$ cat src/rtl/color_tag_parser_macros.svh
// ----------------------------------------------------------------------------
// color_tag_parser_macros
// Assertion helpers used by the color tag parser RTL.
// ----------------------------------------------------------------------------
`ifndef COLOR_TAG_PARSER_MACROS_SVH
`define COLOR_TAG_PARSER_MACROS_SVH

// Same-cycle implication, disabled while reset is asserted
`define CTP_ASSERT_NOW(label, clk, rst_n, ante, cons, msg) \
	label: assert property (@(posedge clk) disable iff (!(rst_n)) (ante) |-> (cons)) \
		else $error(msg);

// Next-cycle implication, disabled while reset is asserted
`define CTP_ASSERT_NEXT(label, clk, rst_n, ante, cons, msg) \
	label: assert property (@(posedge clk) disable iff (!(rst_n)) (ante) |=> (cons)) \
		else $error(msg);

`endif

$ cat src/rtl/ctp_pkg.sv
// ----------------------------------------------------------------------------
// ctp_pkg
// Types, codes and the color name table of the color tag parser.
// ----------------------------------------------------------------------------
`default_nettype none

package ctp_pkg;

	// Parameter defaults
	localparam int MAX_TAG_DEF      = 20;
	localparam int NAME_ENTRIES_DEF = 26;

	// Entries present in the name table
	localparam int ROM_SIZE = 26;

	// Characters of interest
	localparam logic [7:0] CH_NUL  = 8'h00;
	localparam logic [7:0] CH_LT   = 8'h3C;
	localparam logic [7:0] CH_GT   = 8'h3E;
	localparam logic [7:0] CH_UC   = 8'h43;
	localparam logic [7:0] CH_LC   = 8'h63;
	localparam logic [7:0] CH_ZERO = 8'h30;
	localparam logic [7:0] CH_NINE = 8'h39;

	// Largest legal palette index, and the saturation value above it
	localparam logic [8:0] INDEX_MAX = 9'd255;
	localparam logic [8:0] INDEX_SAT = 9'd256;

	// Result status codes
	localparam logic [2:0] ST_OK       = 3'd0;
	localparam logic [2:0] ST_NO_OPEN  = 3'd1;
	localparam logic [2:0] ST_ENDED    = 3'd2;
	localparam logic [2:0] ST_TOO_LONG = 3'd3;
	localparam logic [2:0] ST_BAD_IDX  = 3'd4;
	localparam logic [2:0] ST_UNKNOWN  = 3'd5;

	// Parser phase
	typedef enum logic [1:0] {
		PH_IDLE    = 2'd0,
		PH_COLLECT = 2'd1,
		PH_DONE    = 2'd2
	} phase_t;

	// One input beat
	typedef struct packed {
		logic [7:0] ch;
		logic       start_req;
	} item_t;

	// One result beat
	typedef struct packed {
		logic       found;
		logic [7:0] color;
		logic [4:0] tag_length;
		logic [2:0] status;
	} result_t;

	// Name table: text right-justified, last character in the low byte
	localparam logic [63:0] NAME_TXT [ROM_SIZE] = '{
		64'("WHITE"),   64'("BLACK"),   64'("GOLD"),    64'("SILVER"),
		64'("SLATE"),   64'("PINK"),    64'("MAROON"),  64'("BROWN"),
		64'("TAN"),     64'("SAND"),    64'("CREAM"),   64'("RUST"),
		64'("LIME"),    64'("OLIVE"),   64'("FOREST"),  64'("MINT"),
		64'("SEABLUE"), 64'("SKYBLUE"), 64'("NAVY"),    64'("PLUM"),
		64'("GRAY"),    64'("VIOLET"),  64'("CRIMSON"), 64'("SEAGREEN"),
		64'("TEAL"),    64'("CYAN")
	};

	localparam logic [3:0] NAME_LEN [ROM_SIZE] = '{
		4'd5, 4'd5, 4'd4, 4'd6, 4'd5, 4'd4, 4'd6, 4'd5, 4'd3, 4'd4,
		4'd5, 4'd4, 4'd4, 4'd5, 4'd6, 4'd4, 4'd7, 4'd7, 4'd4, 4'd4,
		4'd4, 4'd6, 4'd7, 4'd8, 4'd4, 4'd4
	};

	localparam logic [7:0] NAME_COLOR [ROM_SIZE] = '{
		8'd7,   8'd0,   8'd244, 8'd6,   8'd11,  8'd118, 8'd30,  8'd15,
		8'd104, 8'd47,  8'd140, 8'd46,  8'd238, 8'd158, 8'd179, 8'd103,
		8'd132, 8'd22,  8'd16,  8'd113, 8'd6,   8'd129, 8'd254, 8'd207,
		8'd251, 8'd251
	};

	// Character of entry idx at position pos (pos below the entry's length)
	function automatic logic [7:0] name_char(input int unsigned idx, input logic [2:0] pos);
		logic [63:0] txt;
		logic [3:0]  len;
		logic [2:0]  sel;
		txt = NAME_TXT[idx];
		len = NAME_LEN[idx];
		sel = 3'(len - {1'b0, pos} - 4'd1);
		return txt[{sel, 3'b000} +: 8];
	endfunction

endpackage

`default_nettype wire

$ cat src/rtl/color_tag_parser.sv
// ----------------------------------------------------------------------------
// color_tag_parser
// Recognizes a leading <NAME> or <Cddd> color tag in a character stream.
// ----------------------------------------------------------------------------
// Usage:
//   item channel: one character per beat (item.ch) with item.start_req set on
//   the first character of each string; a start abandons any open string.
//   result channel: at most one beat per string, sent when the tag is
//   decided (found, color, tag_length, status).
//   Path: an input beat is registered in the input register, then decoded into
//   the result register. Throughput: one character per cycle while item_stall
//   is low; name matching and the decimal accumulator update in parallel in a
//   single stage.
//   Reset: the parser is idle; characters are ignored until a start.
//   Stall: while result_stall holds a waiting result, the input register
//   keeps taking characters that decide nothing; a character that would
//   produce a result waits there and item_stall rises until the result
//   register frees.
// ----------------------------------------------------------------------------
`default_nettype none

`include "color_tag_parser_macros.svh"

module color_tag_parser #(
	parameter int MAX_TAG      = ctp_pkg::MAX_TAG_DEF,
	parameter int NAME_ENTRIES = ctp_pkg::NAME_ENTRIES_DEF
) (
	input  wire logic            clk,
	input  wire logic            arst_n,
	input  wire logic            item_valid,
	output logic                 item_stall,
	input  wire ctp_pkg::item_t  item,
	output logic                 result_valid,
	input  wire logic            result_stall,
	output ctp_pkg::result_t     result
);

	localparam int CW = $clog2(MAX_TAG);
	localparam logic [CW-1:0] CNT_MAX = CW'(MAX_TAG - 1);
	localparam logic [CW-1:0] CNT_ONE = CW'(1);

	// Input stage
	ctp_pkg::item_t item_s1;
	logic           valid_s1;

	// Parser state
	ctp_pkg::phase_t         phase_q, phase_d;
	logic [CW-1:0]           cnt_q, cnt_d;
	logic                    index_form_q, index_form_d;
	logic                    digit_seen_q, digit_seen_d;
	logic [8:0]              index_q, index_d;
	logic [NAME_ENTRIES-1:0] match_q, match_d;

	// Result register
	ctp_pkg::result_t result_s2, res_d;

	logic              emit;
	logic              adv;
	logic              is_start, is_lt, is_nul, is_gt, is_digit, is_prefix, collecting;
	logic [CW-1:0]     pos;
	logic [12:0]       acc_sum;
	logic [NAME_ENTRIES-1:0] keep;
	logic [NAME_ENTRIES-1:0] hit;
	logic [7:0]        ent_color [NAME_ENTRIES];
	logic              name_hit;
	logic [7:0]        name_color;

	// Decode the registered character
	assign is_start   = item_s1.start_req;
	assign is_lt      = (item_s1.ch == ctp_pkg::CH_LT);
	assign is_nul     = (item_s1.ch == ctp_pkg::CH_NUL);
	assign is_gt      = (item_s1.ch == ctp_pkg::CH_GT);
	assign is_digit   = (item_s1.ch >= ctp_pkg::CH_ZERO) && (item_s1.ch <= ctp_pkg::CH_NINE);
	assign is_prefix  = (item_s1.ch == ctp_pkg::CH_UC) || (item_s1.ch == ctp_pkg::CH_LC);
	assign collecting = (phase_q == ctp_pkg::PH_COLLECT);
	assign pos        = cnt_q - CNT_ONE;

	// Beat decides a tag
	assign emit = valid_s1 && (is_start ? !is_lt : (collecting && (is_nul || is_gt)));

	// Advance the input stage unless its result would overwrite a waiting one
	assign adv        = valid_s1 && (!emit || !result_valid || !result_stall);
	assign item_stall = valid_s1 && !adv;

	// Accumulate one decimal digit: value * 10 + digit
	assign acc_sum = {1'b0, index_q, 3'b000} + {3'b000, index_q, 1'b0}
		+ {5'd0, item_s1.ch - ctp_pkg::CH_ZERO};

	// Per-entry character compare and length match
	for (genvar i = 0; i < NAME_ENTRIES; i++) begin : g_ent
		if (i < ctp_pkg::ROM_SIZE) begin : g_rom
			assign keep[i] = (6'(pos) < 6'(ctp_pkg::NAME_LEN[i]))
				&& (item_s1.ch == ctp_pkg::name_char(i, 3'(pos)));
			assign hit[i] = match_q[i] && (cnt_q >= CW'(2))
				&& (6'(pos) == 6'(ctp_pkg::NAME_LEN[i]));
			assign ent_color[i] = ctp_pkg::NAME_COLOR[i];
		end else begin : g_none
			assign keep[i]      = 1'b0;
			assign hit[i]       = 1'b0;
			assign ent_color[i] = 8'd0;
		end
	end

	// Pick the lowest-numbered matching entry
	always_comb begin
		name_hit   = 1'b0;
		name_color = 8'd0;
		for (int i = NAME_ENTRIES - 1; i >= 0; i--) begin
			if (hit[i]) begin
				name_hit   = 1'b1;
				name_color = ent_color[i];
			end
		end
	end

	// Next state
	always_comb begin
		phase_d      = phase_q;
		cnt_d        = cnt_q;
		index_form_d = index_form_q;
		digit_seen_d = digit_seen_q;
		index_d      = index_q;
		match_d      = match_q;
		if (is_start) begin
			if (is_lt) begin
				phase_d      = ctp_pkg::PH_COLLECT;
				cnt_d        = CNT_ONE;
				index_form_d = 1'b1;
				digit_seen_d = 1'b0;
				index_d      = 9'd0;
				match_d      = '1;
			end else begin
				phase_d = ctp_pkg::PH_DONE;
			end
		end else if (collecting) begin
			if (is_nul || is_gt) begin
				phase_d = ctp_pkg::PH_DONE;
			end else begin
				if (pos == '0) begin
					index_form_d = is_prefix;
				end else if (is_digit) begin
					index_d      = (acc_sum > 13'(ctp_pkg::INDEX_SAT))
						? ctp_pkg::INDEX_SAT : acc_sum[8:0];
					digit_seen_d = 1'b1;
				end else begin
					index_form_d = 1'b0;
				end
				match_d = match_q & keep;
				if (cnt_q < CNT_MAX) begin
					cnt_d = cnt_q + CNT_ONE;
				end
			end
		end
	end

	// Result of a deciding beat
	always_comb begin
		res_d = '0;
		if (is_start || is_nul) begin
			res_d.status = is_start ? ctp_pkg::ST_NO_OPEN : ctp_pkg::ST_ENDED;
		end else if (cnt_q >= CNT_MAX) begin
			res_d.status = ctp_pkg::ST_TOO_LONG;
		end else if ((cnt_q >= CW'(2)) && index_form_q) begin
			if (!digit_seen_q || (index_q > ctp_pkg::INDEX_MAX)) begin
				res_d.status = ctp_pkg::ST_BAD_IDX;
			end else begin
				res_d.found      = 1'b1;
				res_d.color      = index_q[7:0];
				res_d.tag_length = 5'({1'b0, cnt_q} + {1'b0, CNT_ONE});
				res_d.status     = ctp_pkg::ST_OK;
			end
		end else if (name_hit) begin
			res_d.found      = 1'b1;
			res_d.color      = name_color;
			res_d.tag_length = 5'({1'b0, cnt_q} + {1'b0, CNT_ONE});
			res_d.status     = ctp_pkg::ST_OK;
		end else begin
			res_d.status = ctp_pkg::ST_UNKNOWN;
		end
	end

	// Input register
	always_ff @(posedge clk or negedge arst_n) begin
		if (!arst_n) begin
			valid_s1 <= 1'b0;
		end else if (item_valid && !item_stall) begin
			valid_s1 <= 1'b1;
		end else if (adv) begin
			valid_s1 <= 1'b0;
		end
	end

	always_ff @(posedge clk) begin
		if (item_valid && !item_stall) begin
			item_s1 <= item;
		end
	end

	// Parser state registers
	always_ff @(posedge clk or negedge arst_n) begin
		if (!arst_n) begin
			phase_q      <= ctp_pkg::PH_IDLE;
			cnt_q        <= '0;
			index_form_q <= 1'b1;
			digit_seen_q <= 1'b0;
			index_q      <= 9'd0;
			match_q      <= '1;
		end else if (adv) begin
			phase_q      <= phase_d;
			cnt_q        <= cnt_d;
			index_form_q <= index_form_d;
			digit_seen_q <= digit_seen_d;
			index_q      <= index_d;
			match_q      <= match_d;
		end
	end

	// Result register
	always_ff @(posedge clk or negedge arst_n) begin
		if (!arst_n) begin
			result_valid <= 1'b0;
		end else if (adv && emit) begin
			result_valid <= 1'b1;
		end else if (result_valid && !result_stall) begin
			result_valid <= 1'b0;
		end
	end

	always_ff @(posedge clk) begin
		if (adv && emit) begin
			result_s2 <= res_d;
		end
	end

	assign result = result_s2;

	// Checks
	`CTP_ASSERT_NOW(a_found_ok, clk, arst_n, result_valid && result.found,
		(result.status == ctp_pkg::ST_OK) && (result.tag_length >= 5'd3),
		"found result without ok status or with short tag")
	`CTP_ASSERT_NOW(a_miss_clean, clk, arst_n, result_valid && !result.found,
		(result.color == 8'd0) && (result.tag_length == 5'd0)
		&& (result.status != ctp_pkg::ST_OK),
		"error result carries color, length or ok status")
	`CTP_ASSERT_NOW(a_cnt_range, clk, arst_n, 1'b1, cnt_q <= CNT_MAX,
		"character count beyond saturation")
	`CTP_ASSERT_NEXT(a_emit_done, clk, arst_n, adv && emit,
		result_valid && (phase_q == ctp_pkg::PH_DONE),
		"decided tag left no result or parser not done")

endmodule

`default_nettype wire

$ cat config.mk
export PLATFORM = sky130hd
export DESIGN_NAME = color_tag_parser
export DESIGN_NICKNAME = d
export VERILOG_FILES = /design/src/rtl/ctp_pkg.sv /design/src/rtl/color_tag_parser.sv
export VERILOG_INCLUDE_DIRS = /design/src /design/src/rtl
export SDC_FILE = /design/constraint.sdc
export NUM_CORES = 1
export LEC_CHECK = 0
export ABC_AREA = 1
export BUFFER_PORTS_ARGS = -buffer_cell sky130_fd_sc_hd__buf_2
export CORE_UTILIZATION = 60
export CTS_CLUSTER_DIAMETER = 30
export CTS_CLUSTER_SIZE = 16
export DETAILED_ROUTE_END_ITERATION = 16
export GPL_ROUTABILITY_DRIVEN = 1
export GPL_TIMING_DRIVEN = 1
export PLACE_DENSITY = 0.76
export SYNTH_ARGS = -nofsm -noshare
export SYNTH_HDL_FRONTEND = slang
export SYNTH_SLANG_ARGS = --single-unit
$ cat constraint.sdc
create_clock -name clk -period 9.95 [get_ports clk]
set_clock_uncertainty 0.1 [all_clocks]
set_input_delay 0 -clock clk [delete_from_list [all_inputs] [get_ports clk]]
set_output_delay 0 -clock clk [all_outputs]
set_load 0.05 [all_outputs]
Word level (Yosys, flattened, before mapping)
Index checks and enable logic that the tools add are counted.
Word-level totals
  bits in registers: 72
  latch bits: 0
  RAM bits: 0
  memory bits (read-only): 0
  input bits: 13
  output and inout bits: 19
  logic and storage cells: 324
  memories: 0
Cells by class
  add/sub/neg operators: 18
  multipliers: 0
  divide/modulo/power cells: 0
  magnitude comparators: 13
  equality and inequality tests: 41
  shifts and indexed selects: 26
  multiplexer cells: 97
  bitwise operators: 1
  reduce and logical (&&, ||, !) cells: 114
Operators by type and width (number)
  $shiftx 64x7->8 const A: 26
  $eq 8x8->1: 26
  $mux 8: 26
  $mux 26: 4
  $logic_and 1x1->1: 87
  $mux 9: 7
  $mux 1: 43
  $mux 14: 2
  $and 26x26->26: 1
  $mux 5: 5
  $eq 5x3->1 const B: 4
  $lt 5x3->1 const B: 4
  $sub 3x1->3 const B: 6
  $mux 17: 1
  $eq 8x6->1 const B: 2
  $eq 8x7->1 const B: 2
  $add 12x10->13: 1
  $add 13x8->13: 1
  $gt 13x9->1 const B: 1
  $mux 3: 4
  $reduce_bool 2->1: 6
  $sub 3x3->3 const A: 4
  $add 5x1->5 const B: 2
  $mux 2: 5
  27 further kinds: 40

Depth between registers and ports, before layout
  depth in word-level cells: 33
  depth in mapped cells: 26
  gate-level depth less buffers: 24

Least setup slack after synthesis
No wires, ideal clock.
  path type: register -> register
  start point: register cnt_q[0]
  end point: register match_q[13]
  setup time: 0.061 ns
  arrival: 3.594 ns
  required time: 9.789 ns
  slack: 6.195 ns
  cell stages (with the launch flop): 20
  path buffers: 3
  clock period less this slack: 3.755 ns
  cells stage by stage: dfrtp_1 -> clkinv_1 -> ha_1 -> clkbuf_2 -> inv_1 -> ha_1 -> buf_2 -> inv_1 -> ha_1 -> clkbuf_1 -> inv_1 -> nor2_1 -> nor2_1 -> nor3_1 -> o21ai_0 -> nor2_1 -> nand2_1 -> nor3_1 -> o21ai_0 -> nand2_1
Between the ends
  cells in the longest elaborated chain, start to end: 10
  elaborated cells between the ends (all ways): 11
  classes of those cells: add/sub: 3; order compare: 1; eq/ne: 1; shift: 1; mux: 3; bitwise: 1; reduce/logical: 1
RTL lines
  start: declaration: line color_tag_parser.sv:48  | logic [CW-1:0] cnt_q, cnt_d;
  start signal: assignment: line color_tag_parser.sv:210  | cnt_q <= cnt_d;
  $sub 5x1->5 (*): line color_tag_parser.sv:76  | assign pos = cnt_q - CNT_ONE;
  $sub 3x3->3: line ctp_pkg.sv:89  | sel = 3'(len - {1'b0, pos} - 4'd1);
  $sub 3x1->3: line ctp_pkg.sv:89
  $shiftx 64x7->8: line ctp_pkg.sv:90  | return txt[{sel, 3'b000} +: 8];
  $eq 8x8->1: line color_tag_parser.sv:93  | && (item_s1.ch == ctp_pkg::name_char(i, 3'(pos)));
  $logic_and 1x1->1 (*): line color_tag_parser.sv:93
  $and 26x26->26 (*): line color_tag_parser.sv:148  | match_d = match_q & keep;
  $mux 26 (*): line color_tag_parser.sv:136  | if (is_nul || is_gt) begin
  $mux 26 (*): line color_tag_parser.sv:135  | end else if (collecting) begin
  $mux 26 (*): line color_tag_parser.sv:124  | if (is_start) begin
  end signal: assignment: line color_tag_parser.sv:214  | match_q <= match_d;
  end: declaration: line color_tag_parser.sv:52  | logic [NAME_ENTRIES-1:0] match_q, match_d;
Every way passes the cells marked *; elsewhere a longest branch is shown, timed or not. The select of a mux whose other input is x is not followed.
A chain may end at the register's enable or synchronous reset.

Worst setup path in the final report
  start point: register cnt_q[0]
  end point: register match_q[0]
Same word-level chain as after synthesis.

==> qor.yml <==
outcome: "finished clean"
coreArea_um2: 10510
drv_slew: 0
slew_headroom_pct: 28.37
track_usage_pct: 38.06
required_ns: 10.16
avgSynthCellArea_um2: 7.135
ys_warn_count: 0
synth_area_leader_cell: "edfxtp_1"
post_cts_buffers: 0
critPathBufInv: 4
initial_core_util_pct: 63.01
syn2layout_area_growth_pct: 7.785
antenna_found_initial: 1
combPwrFrac_pct: 69.7
routed_wl_mm: 20.78
crit_fanout: 21
setup_viol: 0
slowest_delay_ns: 0.79
ys_top_cells_by_area: "edfxtp_1 12%, nand2_1 12%, dfstp_2 11%"
ir_worst_vdd_uv: 264.4
die_w_um: 107.1
fin_crit_ns: 5.443
whs_path_depth: 2
synth_common_cells: "207 x nand2_1, 101 x inv_1, 98 x nor2_1, 79 x o21ai_0"
cp.depth: 14
worst_slew_pin_slew_ns: 1.074
row_count: 37
synthCells: 928
fin_hold_ws_ns: 0.2377
hold_viol: 0
nFillCells: 878
ant_nets: 0
synth_top_cell_area_share_pct: 11.79
path_clk_slew_ns: 0.09
gp_congestion: 1.008
p_switching_w: 0.001293
hold_class: "input port to register"
rsz0062_at_grt: "no"
routedWlPerCell_um: 19.04
synthFlopType: "dfstp_2"
critPathKind: "register to register"
syn-num-nets: 982
clkPwrFrac_pct: 11.4
tns_ns: 0
crit_family: "adder cells"
ys_seq_area_share_pct: 29.69
via_per_inst: 6.225
startpoint_type: "register"
ys_async_sr_fraction_pct: 63.89
cts.path.max_buffers: 2
worstPathCellList: "clkinv_1 > ha_1 > inv_1 > ha_1 > inv_1 > ha_1 > inv_1 > nor2_1 > nor2_1 > nor3_1 > nand4_1 > nor4_1 > o21ai_0 > nand2_1"
ff2ff_path_depth: 14
first_pass_iters: 6
crit_arrival_ns: 5.66
drtIter0Drc: 864
slowest_stage: "dfrtp_1"
port_buffers: 31
overflow: 0
io_pins: 32
power_w: 0.002243
grt_max_degree: 47
power_density_nw_per_um2: 314.2
seqPwrFrac_pct: 18.9
clockRootBuffer: "clkbuf_8"
synth.ff_latch_count: 72
worstSetupEndpointType: "register"
p_int_w: 0.0009493
grt_pass1_vias: 6526
ys_types: 49
cts_sinks: 72
synth.most_common_cell: "nand2_1"
dp_hpwl_mm: 15.29
postLayoutSetupSlackWorst_ns: 4.507
diodes: 0
nNetsFinal: 1004
cts_made_buffers: 9
cts-resized-gates: 0
fmax_ghz: 0.1837
synth_edf_count: 26
syn_area_um2: 6621
dieArea_um2: 11460
vias: 6792
grt_pass1_wl_mm: 33.23
netSwitchingFraction_pct: 57.67
insertion_delay_ns: 0.37
drc: 0
power_leakage_nw: 3.457
cap_violations: 0
htreeDepth: 3
die_h_um: 107.1
min_period_over_period_pct: 54.70
layout-drive-gt1-share_pct: 12.57
place_ws_ns: 4.847
cts_tree: "done"
-- worst paths after layout --
kind                                               end                    from  slack, ns
worst min register to register  match_q[8]$_DFFE_PN1P_  match_q[8]$_DFFE_PN1P_       0.38
worst max-delay path            match_q[0]$_DFFE_PN1P_    cnt_q[0]$_DFFE_PN0P_       4.51
worst max register to register  match_q[0]$_DFFE_PN1P_    cnt_q[0]$_DFFE_PN0P_       4.51
max in group asynchronous         cnt_q[4]$_DFFE_PN0P_                  arst_n       8.83
min in group asynchronous         cnt_q[2]$_DFFE_PN0P_                  arst_n       0.27
worst min-delay path              item_s1[3]$_DFFE_PP_                 item[3]       0.24
-- metal layers --
metal / up-vias / track usage [%] / part of all wire, %
met5: - / 0 / 0
met4: 0 / 13.70 / 2.6
met2: 462 / 60.69 / 45
li1: 3116 / - / -
met3: 66 / 9.483 / 12
met1: 3148 / 50.00 / 40
-- cells in the final DEF, fill, tap and decap left out, types with 9 or more instances in the layout --
cell and instances:
nand2_2 13, nand2_1 207, nor3_1 12, buf_2 31, xor2_1 49, edfxtp_1 26, dfstp_2 27, nand3_1 49
clkbuf_8 9, o211ai_1 10, inv_1 101, xnor2_1 13, ha_1 35, dlygate4sd3_1 14, inv_2 9, nand4_1 11
a21oi_1 43, dfrtp_1 19, nor4_1 17, nor2_1 97, o21ai_0 79
-- through the flow --
stage,cell area (um^2),utilization [%],instances
2_1_floorplan,6621,-,928
3_3_place_gp,6785,64.57,1061
3_5_place_dp,6785,64.57,1061
4_1_cts,7134,67.89,1091
5_1_grt,7137,67.91,1091
6_report,7137,67.91,1091
-- timing repair --
| item | in CTS | in global routing |
|---|---|---|
| hold buffers | 14 | 0 |
| endpoints found under the hold margin | 30 | 0 |
| endpoints found under the setup margin | 0 | 0 |
-- registers in the layout, indices dropped and copies added (netlist names) --
| signal | flops |
|---|---|
| match_q | 26 |
| result | 17 |
| index_q | 9 |
| item_s1 | 8 |
| cnt_q | 5 |
| phase_q | 2 |
| digit_seen_q | 1 |
| index_form_q | 1 |
| is_start | 1 |
| result_valid | 1 |
| valid_s1 | 1 |
-- power by group through the flow --
stage / clock network (W) / logic, W / registers (W)
after global routing: 0.000269 / 0.00173 / 0.000427
after global placement: 0 / 0.00147 / 0.000422
final: 0.000256 / 0.00156 / 0.000424
after detailed placement: 0 / 0.00150 / 0.000424
after floorplan: 0 / 0.00117 / 0.000400
after CTS: 0.000256 / 0.00151 / 0.000420
-- worst reg2reg max path, stage by stage (launching register included) --
cell      delay [ns]
dfrtp_1         0.79
clkinv_1        0.51
ha_1            0.50
inv_1           0.29
ha_1            0.71
inv_1           0.36
ha_1            0.53
inv_1           0.14
nor2_1          0.23
nor2_1          0.07
nor3_1          0.34
nand4_1         0.20
nor4_1          0.36
o21ai_0         0.16
nand2_1         0.10
-- final cells by class --
type                       count  area [um^2]  share of cell area, %
multi-input combinational    705         4048                  56.71
sequential                    72         1966                  27.54
inverter                     115        434.2                  6.083
timing repair buffer          47        310.3                  4.348
tap                          136        170.2                  2.384
clock buffer                   9        123.9                  1.736
clock inverter                 7        85.08                  1.192
-- cell families after synthesis --
| logic type | count (synthesis) | share of synthesized area, % |
|---|---|---|
| adder cells (fa/ha/maj) | 41 | 8.428 |
| AND/OR/NAND/NOR | 431 | 29.72 |
| flip-flops | 72 | 29.69 |
| XOR/XNOR | 62 | 8.201 |
| AO/OA/AOI/OAI | 171 | 14.74 |
| buffers and inverters | 151 | 9.221 |
(Power assumes the default switching activity.)
